File: config.mk
export PLATFORM = sky130hd
export DESIGN_NAME = two_beam_direction_counter_core
export DESIGN_NICKNAME = d
export VERILOG_FILES = /design/src/sv/tbdc_pkg.sv /design/src/sv/tbdc_step.sv /design/src/sv/two_beam_direction_counter_core.sv
export SDC_FILE = /design/constraint.sdc
export NUM_CORES = 1
export LEC_CHECK = 0
export BUFFER_PORTS_ARGS = -buffer_cell sky130_fd_sc_hd__buf_2
export CAP_MARGIN = 10
export CORE_MARGIN = 2
export CORE_UTILIZATION = 35
export CTS_BUF_LIST = sky130_fd_sc_hd__clkbuf_4 sky130_fd_sc_hd__clkbuf_8 sky130_fd_sc_hd__clkbuf_16
export DETAILED_ROUTE_END_ITERATION = 16
export GPL_TIMING_DRIVEN = 0
export PLACE_DENSITY = 0.63
export SETUP_SLACK_MARGIN = 0.05
export SLEW_MARGIN = 25
export SYNTH_ARGS = -nofsm -noshare
export SYNTH_HDL_FRONTEND = slang
export SYNTH_HIERARCHICAL = 1
export SYNTH_SLANG_ARGS = --single-unit
File: constraint.sdc
create_clock -name clk -period 3 [get_ports clk]
set_input_delay 0.3 -clock clk [delete_from_list [all_inputs] [get_ports clk]]
set_output_delay 0.3 -clock clk [all_outputs]
set_load 0.005 [all_outputs]
File: src/sv/tbdc_pkg.sv
package tbdc_pkg;

  localparam int unsigned DistW  = 10;
  localparam int unsigned CountW = 16;
  localparam int unsigned WinW   = 16;

  localparam logic [DistW-1:0] ThresholdReset = 10'd300;
  localparam logic [WinW-1:0]  WindowReset    = 16'd500;
  localparam logic [CountW-1:0] CountMax      = 16'hFFFF;

  // Operation codes carried in the input tuser.
  localparam logic [1:0] OP_SAMPLE = 2'd0;
  localparam logic [1:0] OP_TICK   = 2'd1;
  localparam logic [1:0] OP_REPORT = 2'd2;

  // Event codes of a result.
  localparam logic [1:0] EV_NONE    = 2'd0;
  localparam logic [1:0] EV_ENTRY   = 2'd1;
  localparam logic [1:0] EV_EXIT    = 2'd2;
  localparam logic [1:0] EV_TIMEOUT = 2'd3;

  // Wait modes.
  localparam logic [1:0] MODE_IDLE     = 2'd0;
  localparam logic [1:0] MODE_WAIT_FAR = 2'd1;
  localparam logic [1:0] MODE_WAIT_NEAR = 2'd2;

  // Configuration register indexes.
  localparam logic CFG_THRESHOLD = 1'b0;
  localparam logic CFG_WINDOW    = 1'b1;

  typedef struct packed {
    logic              near_armed;
    logic              far_armed;
    logic [1:0]        mode;
    logic [WinW-1:0]   elapsed;
    logic [CountW-1:0] entries;
    logic [CountW-1:0] exits;
  } tbdc_state_t;

  typedef struct packed {
    logic [1:0]        wait_mode;
    logic [1:0]        event_code;
    logic [CountW-1:0] exit_count;
    logic [CountW-1:0] entry_count;
  } tbdc_result_t;

endpackage

File: src/sv/tbdc_step.sv
module tbdc_step
  import tbdc_pkg::*;
(
  input  tbdc_state_t        state,
  input  logic [DistW-1:0]   threshold,
  input  logic [WinW-1:0]    window,
  input  logic [1:0]         op,
  input  logic [DistW-1:0]   near_cm,
  input  logic [DistW-1:0]   far_cm,
  input  logic               link_busy,
  output tbdc_state_t        state_nxt,
  output tbdc_result_t       result
);

  logic [1:0] event_code;

  function automatic logic [CountW-1:0] sat_inc(input logic [CountW-1:0] v);
    sat_inc = (v == CountMax) ? v : v + 1'b1;
  endfunction

  always_comb begin
    state_nxt  = state;
    event_code = EV_NONE;
    case (op)
      OP_SAMPLE: begin
        case (state.mode)
          MODE_IDLE: begin
            if (state.near_armed && (near_cm <= threshold)) begin
              state_nxt.near_armed = 1'b0;
              state_nxt.mode       = MODE_WAIT_FAR;
              state_nxt.elapsed    = '0;
            end else begin
              if (near_cm >= threshold) begin
                state_nxt.near_armed = 1'b1;
              end
              if (state.far_armed && (far_cm <= threshold)) begin
                state_nxt.far_armed = 1'b0;
                state_nxt.mode      = MODE_WAIT_NEAR;
                state_nxt.elapsed   = '0;
              end else if (far_cm >= threshold) begin
                state_nxt.far_armed = 1'b1;
              end
            end
          end
          MODE_WAIT_FAR: begin
            if (far_cm < threshold) begin
              state_nxt.entries = sat_inc(state.entries);
              state_nxt.mode    = MODE_IDLE;
              event_code        = EV_ENTRY;
            end
          end
          MODE_WAIT_NEAR: begin
            if (near_cm < threshold) begin
              state_nxt.exits = sat_inc(state.exits);
              state_nxt.mode  = MODE_IDLE;
              event_code      = EV_EXIT;
            end
          end
          default: begin
          end
        endcase
      end
      OP_TICK: begin
        if ((state.mode == MODE_WAIT_FAR) || (state.mode == MODE_WAIT_NEAR)) begin
          if (state.elapsed >= window) begin
            state_nxt.mode = MODE_IDLE;
            event_code     = EV_TIMEOUT;
          end else begin
            state_nxt.elapsed = state.elapsed + 1'b1;
          end
        end
      end
      OP_REPORT: begin
        if (!link_busy) begin
          state_nxt.entries = '0;
          state_nxt.exits   = '0;
        end
      end
      default: begin
      end
    endcase
  end

  // Reported counts are those before a report clears them.
  always_comb begin
    result.entry_count = (op == OP_REPORT) ? state.entries : state_nxt.entries;
    result.exit_count  = (op == OP_REPORT) ? state.exits : state_nxt.exits;
    result.event_code  = event_code;
    result.wait_mode   = state_nxt.mode;
  end

endmodule

File: src/sv/two_beam_direction_counter_core.sv
// Two-beam direction counter. Each input transaction is a distance sample of
// both sensors, a one millisecond tick or a report request (selected by
// in_tuser), and each one produces exactly one result transaction carrying
// the entry and exit counts, an event code and the wait mode after the step.
// A new transaction is accepted every clock cycle while the output register
// is free or being drained in the same cycle; its result appears in the
// output register in the next cycle, through the single registered pass from
// the state registers to the result register. Threshold and window registers
// are written through the cfg_ port; the user must do so only while the block
// is idle, as the block itself does not enforce it. Reset loads 300 cm and 500 ms.
module two_beam_direction_counter_core
  import tbdc_pkg::*;
(
  input  logic        clk,
  input  logic        rst_n,
  // Configuration write port.
  input  logic        cfg_we,
  input  logic        cfg_index,
  input  logic [15:0] cfg_wdata,
  // Input stream.
  input  logic        in_tvalid,
  output logic        in_tready,
  input  logic [23:0] in_tdata,   // near_distance_cm[9:0], far_distance_cm[19:10],
                                  // link_busy[20], zero fill[23:21]
  input  logic [1:0]  in_tuser,   // op[1:0]
  // Result stream.
  output logic        out_tvalid,
  input  logic        out_tready,
  output logic [39:0] out_tdata   // entry_count[15:0], exit_count[31:16],
                                  // event_code[33:32], wait_mode[35:34], zero fill[39:36]
);

  logic [DistW-1:0] threshold_r;
  logic [WinW-1:0]  window_r;
  tbdc_state_t      state_r;
  tbdc_state_t      state_nxt;
  tbdc_result_t     result_nxt;
  tbdc_result_t     result_r;
  logic             out_valid_r;
  logic             in_acc;

  // The result register is free when empty or drained in this cycle.
  assign in_tready = !out_valid_r || out_tready;
  assign in_acc    = in_tvalid && in_tready;

  always_ff @(posedge clk) begin
    if (!rst_n) begin
      threshold_r <= ThresholdReset;
      window_r    <= WindowReset;
    end else if (cfg_we) begin
      if (cfg_index == CFG_THRESHOLD) begin
        threshold_r <= cfg_wdata[DistW-1:0];
      end else begin
        window_r <= cfg_wdata[WinW-1:0];
      end
    end
  end

  tbdc_step u_step (
    .state     (state_r),
    .threshold (threshold_r),
    .window    (window_r),
    .op        (in_tuser),
    .near_cm   (in_tdata[9:0]),
    .far_cm    (in_tdata[19:10]),
    .link_busy (in_tdata[20]),
    .state_nxt (state_nxt),
    .result    (result_nxt)
  );

  always_ff @(posedge clk) begin
    if (!rst_n) begin
      state_r.near_armed <= 1'b1;
      state_r.far_armed  <= 1'b1;
      state_r.mode       <= MODE_IDLE;
      state_r.elapsed    <= '0;
      state_r.entries    <= '0;
      state_r.exits      <= '0;
      out_valid_r        <= 1'b0;
    end else begin
      if (in_acc) begin
        state_r <= state_nxt;
      end
      if (in_acc) begin
        out_valid_r <= 1'b1;
      end else if (out_tready) begin
        out_valid_r <= 1'b0;
      end
    end
  end

  // Result payload needs no reset; it is qualified by out_valid_r.
  always_ff @(posedge clk) begin
    if (in_acc) begin
      result_r <= result_nxt;
    end
  end

  assign out_tvalid = out_valid_r;
  assign out_tdata  = {4'b0, result_r.wait_mode, result_r.event_code,
                       result_r.exit_count, result_r.entry_count};

`ifndef SYNTHESIS
  // Waiting for the far beam means the near beam fired and has not re-armed.
  assert property (@(posedge clk) disable iff (!rst_n)
    (state_r.mode == MODE_WAIT_FAR) |-> !state_r.near_armed)
    else $error("near beam armed while waiting for far beam");

  assert property (@(posedge clk) disable iff (!rst_n)
    (state_r.mode == MODE_WAIT_NEAR) |-> !state_r.far_armed)
    else $error("far beam armed while waiting for near beam");

  // Any counted or timed-out event closes the window.
  assert property (@(posedge clk) disable iff (!rst_n)
    (out_valid_r && (result_r.event_code != EV_NONE)) |->
      (result_r.wait_mode == MODE_IDLE))
    else $error("event reported with window still open");

  // A report on a free link clears both counts.
  assert property (@(posedge clk) disable iff (!rst_n)
    (in_acc && (in_tuser == OP_REPORT) && !in_tdata[20]) |=>
      ((state_r.entries == '0) && (state_r.exits == '0)))
    else $error("counts not cleared by report");
`endif

endmodule

==> results of run 1 <==
==> power by group <==
part	total, uW	internal [uW]	switching (uW)
clock	1960	1200	762
combinational	439	181	258
sequential	1670	1650	20.7
==> critical path, stage by stage, from the launching register on <==
cell,delay [ns]
dfxtp_1,0.37
inv_1,0.08
ha_1,0.30
and4_1,0.27
o211a_1,0.18
a2111o_1,0.51
a2111o_1,0.44
a21oi_1,0.14
o32ai_1,0.14
buf_4,0.16
nand2_1,0.04
mux2i_1,0.07
==> sequential cells by signal (all words and copies together) (netlist names) <==
signal,count
out_tvalid,1
state_r,52
window_r,16
out_tdata,36
threshold_r,10
==> layout make-up <==
cell class              count  area (um2)
inverters                  38         143
clock inverters            12         104
repair buffers             88         475
flip-flops and latches    115        2670
fillers                  2047       11600
clock buffers              20         467
plain buffers              50         340
multi-input cells         668        4170
well taps                 270         338
==> per-layer routing <==
metal / track usage, % / routed length (um) / vias to the layer above
met5: 0 / 0 / -
met4: 4.71 / 216 / 0
met3: 3.89 / 1030 / 18
met2: 26.1 / 8070 / 167
met1: 22.3 / 8520 / 2907
li1: - / - / 3267
==> path summary, 6_finish.rpt <==
| kind | cells after the start | endpoint | start |
|---|---|---|---|
| setup / recovery | 11 | state_r[48] | threshold_r[8] |
| hold / removal | 3 | window_r[6] | cfg_wdata[6] |
| hold reg to reg | 2 | window_r[12] | window_r[12] |
| setup reg to reg | 11 | state_r[48] | threshold_r[8] |
==> synth_stat cells, types with 3 or more instances <==
cell,count,area (um2)
xor2_1,11,96.3
dfxtp_1,79,1580
nand2_1,220,826
o21bai_1,3,22.5
and3_1,16,100
a21oi_1,41,205
nor2b_1,5,31.3
mux2_2,3,33.8
o211ai_1,8,60.1
a211oi_1,4,30.0
buf_2,9,45.0
xnor2_1,11,96.3
o22a_1,3,26.3
nand3_1,37,185
edfxtp_1,36,1080
o31ai_2,5,62.6
ha_1,43,538
buf_12,6,120
a21boi_0,18,135
buf_4,8,60.1
and4_1,6,52.6
nor2_1,38,143
inv_1,38,143
o21ai_0,43,215
nand4_1,12,75.1
and2_1,7,43.8
a31oi_1,14,87.6
nor3_1,12,60.1
clkbuf_1,23,86.3
o31ai_1,8,60.1
mux2i_1,55,551
o211ai_2,3,37.5
a21o_1,3,22.5
==> stage by stage <==
stage	TNS [ns]	setup WS [ns]	std cells	hold WS, ns	total power (uW)
final	0	0.165	1261	0.106	4070
after global placement	-0.564	-0.0734	1222	0.442	2120
after global routing	0	0.0276	1261	0.111	4230
after floorplan	0	0.299	871	0.423	1980
after CTS	0	0.0599	1256	0.0909	4100
after detailed placement	-0.849	-0.0794	1222	0.454	2120
==> repair_timing <==
| action | in CTS | in global routing |
|---|---|---|
| cloned | 0 | 1 |
| setup endpoints to repair | 24 | 45 |
| pin swaps | 1 | 7 |
| resized for setup | 5 | 12 |
| setup buffers | 2 | 4 |
==> cells by family after synthesis <==
group / count (synthesis) / synth area share, %
simple gates: 368 / 22.6
mux: 58 / 8.05
fa+ha+maj: 43 / 7.41
compound gates: 173 / 16.0
xor+xnor: 22 / 2.66
other cells: 1 / 0.0517
buf+inv: 88 / 6.59
flops: 115 / 36.7
==> flow_metrics.env, run 1 <==
export IMPL_outcome="complete, no violations"
export IMPL_finalCritPeriodShare_pct=94.5
export IMPL_cts_made_buffers=17
export IMPL_most_common_layout_cells="nand2_1, buf_2, dfxtp_1"
export IMPL_clkTransAtPathRegs_ns=0.06
export IMPL_number_of_enable_type_register_cells_in_the_synthesized_netlist=36
export IMPL_design_final_nets=1069
export IMPL_htree_num_levels=4
export IMPL_dieArea_mm2=0.0219
export IMPL_crit_fanout=5
export IMPL_crit_arrival_ns=3.14
export IMPL_setup_reg_to_reg_worst_slack_ns=0.16
export IMPL_timing_setup_critical_path_class="register to register"
export IMPL_drt_iter0_drc=488
export IMPL_worst_slew_pin_slew_ns=0.754
export IMPL_synth_yosys_warnings=6
export IMPL_synth_ff_type="dfxtp_1"
export IMPL_slew_headroom_pct=49.2
export IMPL_async_flop_share_pct=0
export IMPL_antenna_cells=0
export IMPL_grt_remaining_overflow=0
export IMPL_port_buffers=81
export IMPL_post_synthesis_instance_total=868
export IMPL_grt_setup_unrepaired="yes"
export IMPL_fp_coreArea_mm2=0.0203
export IMPL_clk_skew_ns=0.0101
export IMPL_ys_seq_area_share_pct=36.7
export IMPL_fp_dieH_um=148
export IMPL_cts_max_path_buffers=2
export IMPL_min_period_ns=2.84
export IMPL_layout_area_overhead_vs_synth_pct=20.0
export IMPL_grt_util_all_layers_pct=16.4
export IMPL_slew_viol_final=0
export IMPL_setup_violations=0
export IMPL_final_design_area_no_fill_mm2=0.00871
export IMPL_placement_cell_area_mm2=0.00801
export IMPL_die_width_um=148
export IMPL_first_pass_detailed_route_iteration_total=5
export IMPL_root_buffer="clkbuf_16"
export IMPL_detailed_place_hpwl_mm=12.9
export IMPL_num_vias=6359
export IMPL_fmax_mhz=353
export IMPL_grt_antenna_before_repair=0
export IMPL_global_route_wire_length_before_repair_mm=28.8
export IMPL_maxCapViolations=0
export IMPL_yosys_cell_types_count=64
export IMPL_pwrdens_mw_per_mm2=468
export IMPL_clock_sinks=115
export IMPL_clock_latency_ns=0.43
export IMPL_synth_ff_latch_count=115
export IMPL_io_pins=90
export IMPL_post_route_cells_drive_above_1_share_pct=17.8
export IMPL_worst_vdd_ir_v=0.000405
export IMPL_mostFrequentLayoutCell="nand2_1"
export IMPL_post_synth_cell_area_avg_um2=8.36
export IMPL_timing_hold_worst_class="primary input to register"
export IMPL_grt_start_max_net_pins=46
export IMPL_postRouteWirelength_mm=17.8
export IMPL_startpoint_type="register"
export IMPL_gp_congestion=0.855
export IMPL_leakage_power_summed_over_all_cells_uw=0.00363
export IMPL_required_ns=3.30
export IMPL_core_rowCount=52
export IMPL_number_of_global_route_vias_before_repair=5709
export IMPL_fin_util_pct=42.9
export IMPL_cp_end_kind="register"
export IMPL_postRouteAntennaNets=0
export IMPL_detail_route_wl_per_cell_um=14.1
export IMPL_route_detailed_vias_per_inst=5.04
export IMPL_initial_cell_density_of_the_core_pct=35.7
export IMPL_postCtsHoldBufs=0
export IMPL_cts_tree="yes"
export IMPL_drt_drc_violations_left=0
export IMPL_number_of_endpoints_with_negative_hold_slack_in_the_final_report=0
export IMPL_cell_area_synth_mm2=0.00726
Note: power is estimated with default switching activity, not from simulation.
==> run 2, diff against run 1 <==
--- a/config.mk
+++ b/config.mk
@@ -11,7 +11,7 @@
 export CORE_UTILIZATION = 35
 export CTS_BUF_LIST = sky130_fd_sc_hd__clkbuf_4 sky130_fd_sc_hd__clkbuf_8 sky130_fd_sc_hd__clkbuf_16
 export DETAILED_ROUTE_END_ITERATION = 16
-export GPL_TIMING_DRIVEN = 0
+export GPL_TIMING_DRIVEN = 1
 export PLACE_DENSITY = 0.63
 export SETUP_SLACK_MARGIN = 0.05
 export SLEW_MARGIN = 25
==> run 2 against run 1 <==
Effect of this change: non-clock buffer count fell by 34; worst hold slack gained 0.0097 ns; register-to-register slack improved by 0.03 ns; sequential share of layout area increased by 0.82 points; sequential power about the same; critical path depth did not move; combinational power decreased by 12%; clock-buffer cell count stayed put; setup slack improved by 0.034 ns; global-route usage shrank 1.3 points; clock power about the same; largest power group unchanged.
==> flow_metrics.env, run 2 (synthesized netlist as in run 1, its figures left out) <==
export IMPL_crit_cells=11
export IMPL_area_taken_by_multi_input_logic_gates_mm2=0.00413
export IMPL_hp_start="cfg_wdata[3]"
export IMPL_dieArea_mm2=0.0219
export IMPL_first_pass_detailed_route_iteration_total=5
export IMPL_crit_start="state_r[32]"
export IMPL_met3_wirelength_um=709
export IMPL_clock_sinks=115
export IMPL_cp_end_kind="register"
export IMPL_maxUsedRoutingLayer="met4"
export IMPL_layout_area_overhead_vs_synth_pct=16.7
export IMPL_detail_route_wirelength_met1_mm=7.99
export IMPL_slew_viol_final=0
export IMPL_min_period_ns=2.80
export IMPL_slew_headroom_pct=51.2
export IMPL_postRouteWirelength_mm=16.3
export IMPL_startpoint_type="register"
export IMPL_crit_arrival_ns=3.10
export IMPL_die_width_um=148
export IMPL_antenna_cells=0
export IMPL_comb_power_share_pct=9.5
export IMPL_htree_num_levels=4
export IMPL_outcome="complete, no violations"
export IMPL_cpLargestDelayFamily="simple AND/OR/NAND/NOR gates"
export IMPL_setup_reg_to_reg_worst_slack_ns=0.20
export IMPL_grt_start_max_net_pins=67
export IMPL_setup_violations=0
export IMPL_clock_latency_ns=0.42
export IMPL_number_of_endpoints_with_negative_hold_slack_in_the_final_report=0
export IMPL_layout_setup_ws_ns=0.199
export IMPL_drt_drc_violations_left=0
export IMPL_largest_register="state_r"
export IMPL_pwrdens_mw_per_mm2=478
export IMPL_grt_setup_unrepaired="yes"
export IMPL_seqCellArea_mm2=0.00266
export IMPL_post_route_cells_drive_above_1_share_pct=16.5
export IMPL_grt_util_all_layers_pct=15.2
export IMPL_worst_vdd_ir_v=0.000366
export IMPL_timing_hold_worst_class="primary input to register"
export IMPL_largest_register_ff_count=52
export IMPL_port_buffers=82
export IMPL_maxCapViolations=0
export IMPL_core_rowCount=52
export IMPL_grt_remaining_overflow=0
export IMPL_fin_worst_hold_slack_ns=0.116
export IMPL_critical_path_slowest_cell="or4_4"
export IMPL_internal_power_uw=3050
export IMPL_clockPowerShare_pct=49.2
export IMPL_detail_route_wl_per_cell_um=13.3
export IMPL_root_buffer="clkbuf_16"
export IMPL_timing_setup_critical_path_class="register to register"
export IMPL_most_common_layout_cells="nand2_1, buf_2, dfxtp_1"
export IMPL_crit_fanout=12
export IMPL_cts_max_path_buffers=2
export IMPL_detailroute_wirelength_met2_mm=7.42
export IMPL_fp_dieH_um=148
export IMPL_regToRegEndpoint="state_r[39]"
export IMPL_worstSetupEndpoint="state_r[39]"
export IMPL_finalCritPeriodShare_pct=93.4
export IMPL_clkTransAtPathRegs_ns=0.06
export IMPL_critical_path_max_stage_delay_ns=0.55
export IMPL_clk_skew_ns=0.00678
export IMPL_num_vias=6204
export IMPL_io_pins=90
export IMPL_reg2regPathDepth=11
export IMPL_preCtsSetupSlack_ns=0.0513
export IMPL_fin_util_pct=41.7
export IMPL_route_detailed_vias_per_inst=5.06
export IMPL_switching_share_pct=24.7
export IMPL_fmax_mhz=357
export IMPL_design_final_nets=1035
export IMPL_total_switching_power_uw=999
export IMPL_worst_reg2reg_path_startpoint="state_r[32]"
export IMPL_fp_coreArea_mm2=0.0203
export IMPL_drt_iter0_drc=357
export IMPL_cts_tree="yes"
export IMPL_required_ns=3.29
export IMPL_detailed_place_hpwl_mm=11.4
export IMPL_crit_buf_inv=1
export IMPL_mostFrequentLayoutCell="nand2_1"
export IMPL_postRouteAntennaNets=0
export IMPL_gp_congestion=0.817
export IMPL_grt_antenna_before_repair=0
export IMPL_number_of_global_route_vias_before_repair=5673
export IMPL_finalSetupTns_ns=0
export IMPL_fillCellCount=2085
export IMPL_leakage_power_summed_over_all_cells_uw=0.00351
export IMPL_initial_cell_density_of_the_core_pct=35.7
export IMPL_worst_slew_pin_slew_ns=0.725
export IMPL_cells_along_the_critical_path="inv_1, ha_1, or3b_1, o2111ai_1, a31oi_1, o31a_1, or4_4, o211ai_1, o31ai_2, nand2_1, mux2i_1"
export IMPL_global_route_wire_length_before_repair_mm=27.3
export IMPL_seq_power_share_pct=41.3
export IMPL_cts_made_buffers=17
==> run 2: changes by cell type in the layout (fill, tap and decap cells not counted), sizes merged <==
cell      delta
clkbuf      -25
buf          -9
clkinv       -4
clkinvlp     +3
bufinv       +1
==> run 2: metrics by stage <==
stage	power [uW]	cell area (um2)	cells
2_1_floorplan	1980	7270	871
3_3_place_gp	2080	7880	1194
3_5_place_dp	2090	7880	1194
4_1_cts	4100	8460	1226
5_1_grt	4230	8470	1227
6_report	4050	8470	1227
==> run 2: power groups by stage <==
stage,sequential (uW),clock (uW),combinational (uW)
finish,1670,1990,385
global route,1670,2120,434
CTS,1670,2040,389
detailed placement,1700,0,386
global placement,1700,0,380
floorplan,1700,0,272
==> run 2: worst min path at each step <==
stage                     end  slack (ns)  cells after the start
4_1_cts        threshold_r[3]        0.10                      3
6_report       threshold_r[3]        0.12                      3
2_1_floorplan     window_r[2]        0.42                      2
5_1_grt           window_r[8]        0.12                      3
3_3_place_gp      window_r[9]        0.45                      2
3_5_place_dp      window_r[2]        0.46                      2
==> run 2: per-layer routing <==
layer | vias up | global-route usage (%)
met5 | - | 0
met4 | 0 | 4.24
met3 | 13 | 3.49
met2 | 133 | 24.3
met1 | 2850 | 20.6
li1 | 3208 | -
==> run 2: cell type report <==
cell class / count / share of cell area, %
sequential: 115 / 31.4
clock inverter: 12 / 1.57
clock buffer: 20 / 5.29
multi-input combinational: 668 / 48.8
tap: 270 / 3.99
timing repair buffer: 104 / 7.27
inverter: 38 / 1.68
==> run 2: worst min-delay path, delay by kind of cell <==
| family | cells | cell delay, ns |
|---|---|---|
| buffers and inverters | 1 | 0.09 |
| and+or+nand+nor | 2 | 0.10 |
==> run 2: repair_timing <==
item                       in CTS  in global routing
pin swaps                       0                  2
gates cloned                    0                  0
resized for setup               1                  2
hold buffers                    0                  0
buffers inserted                0                  1
setup endpoints to repair       1                 24
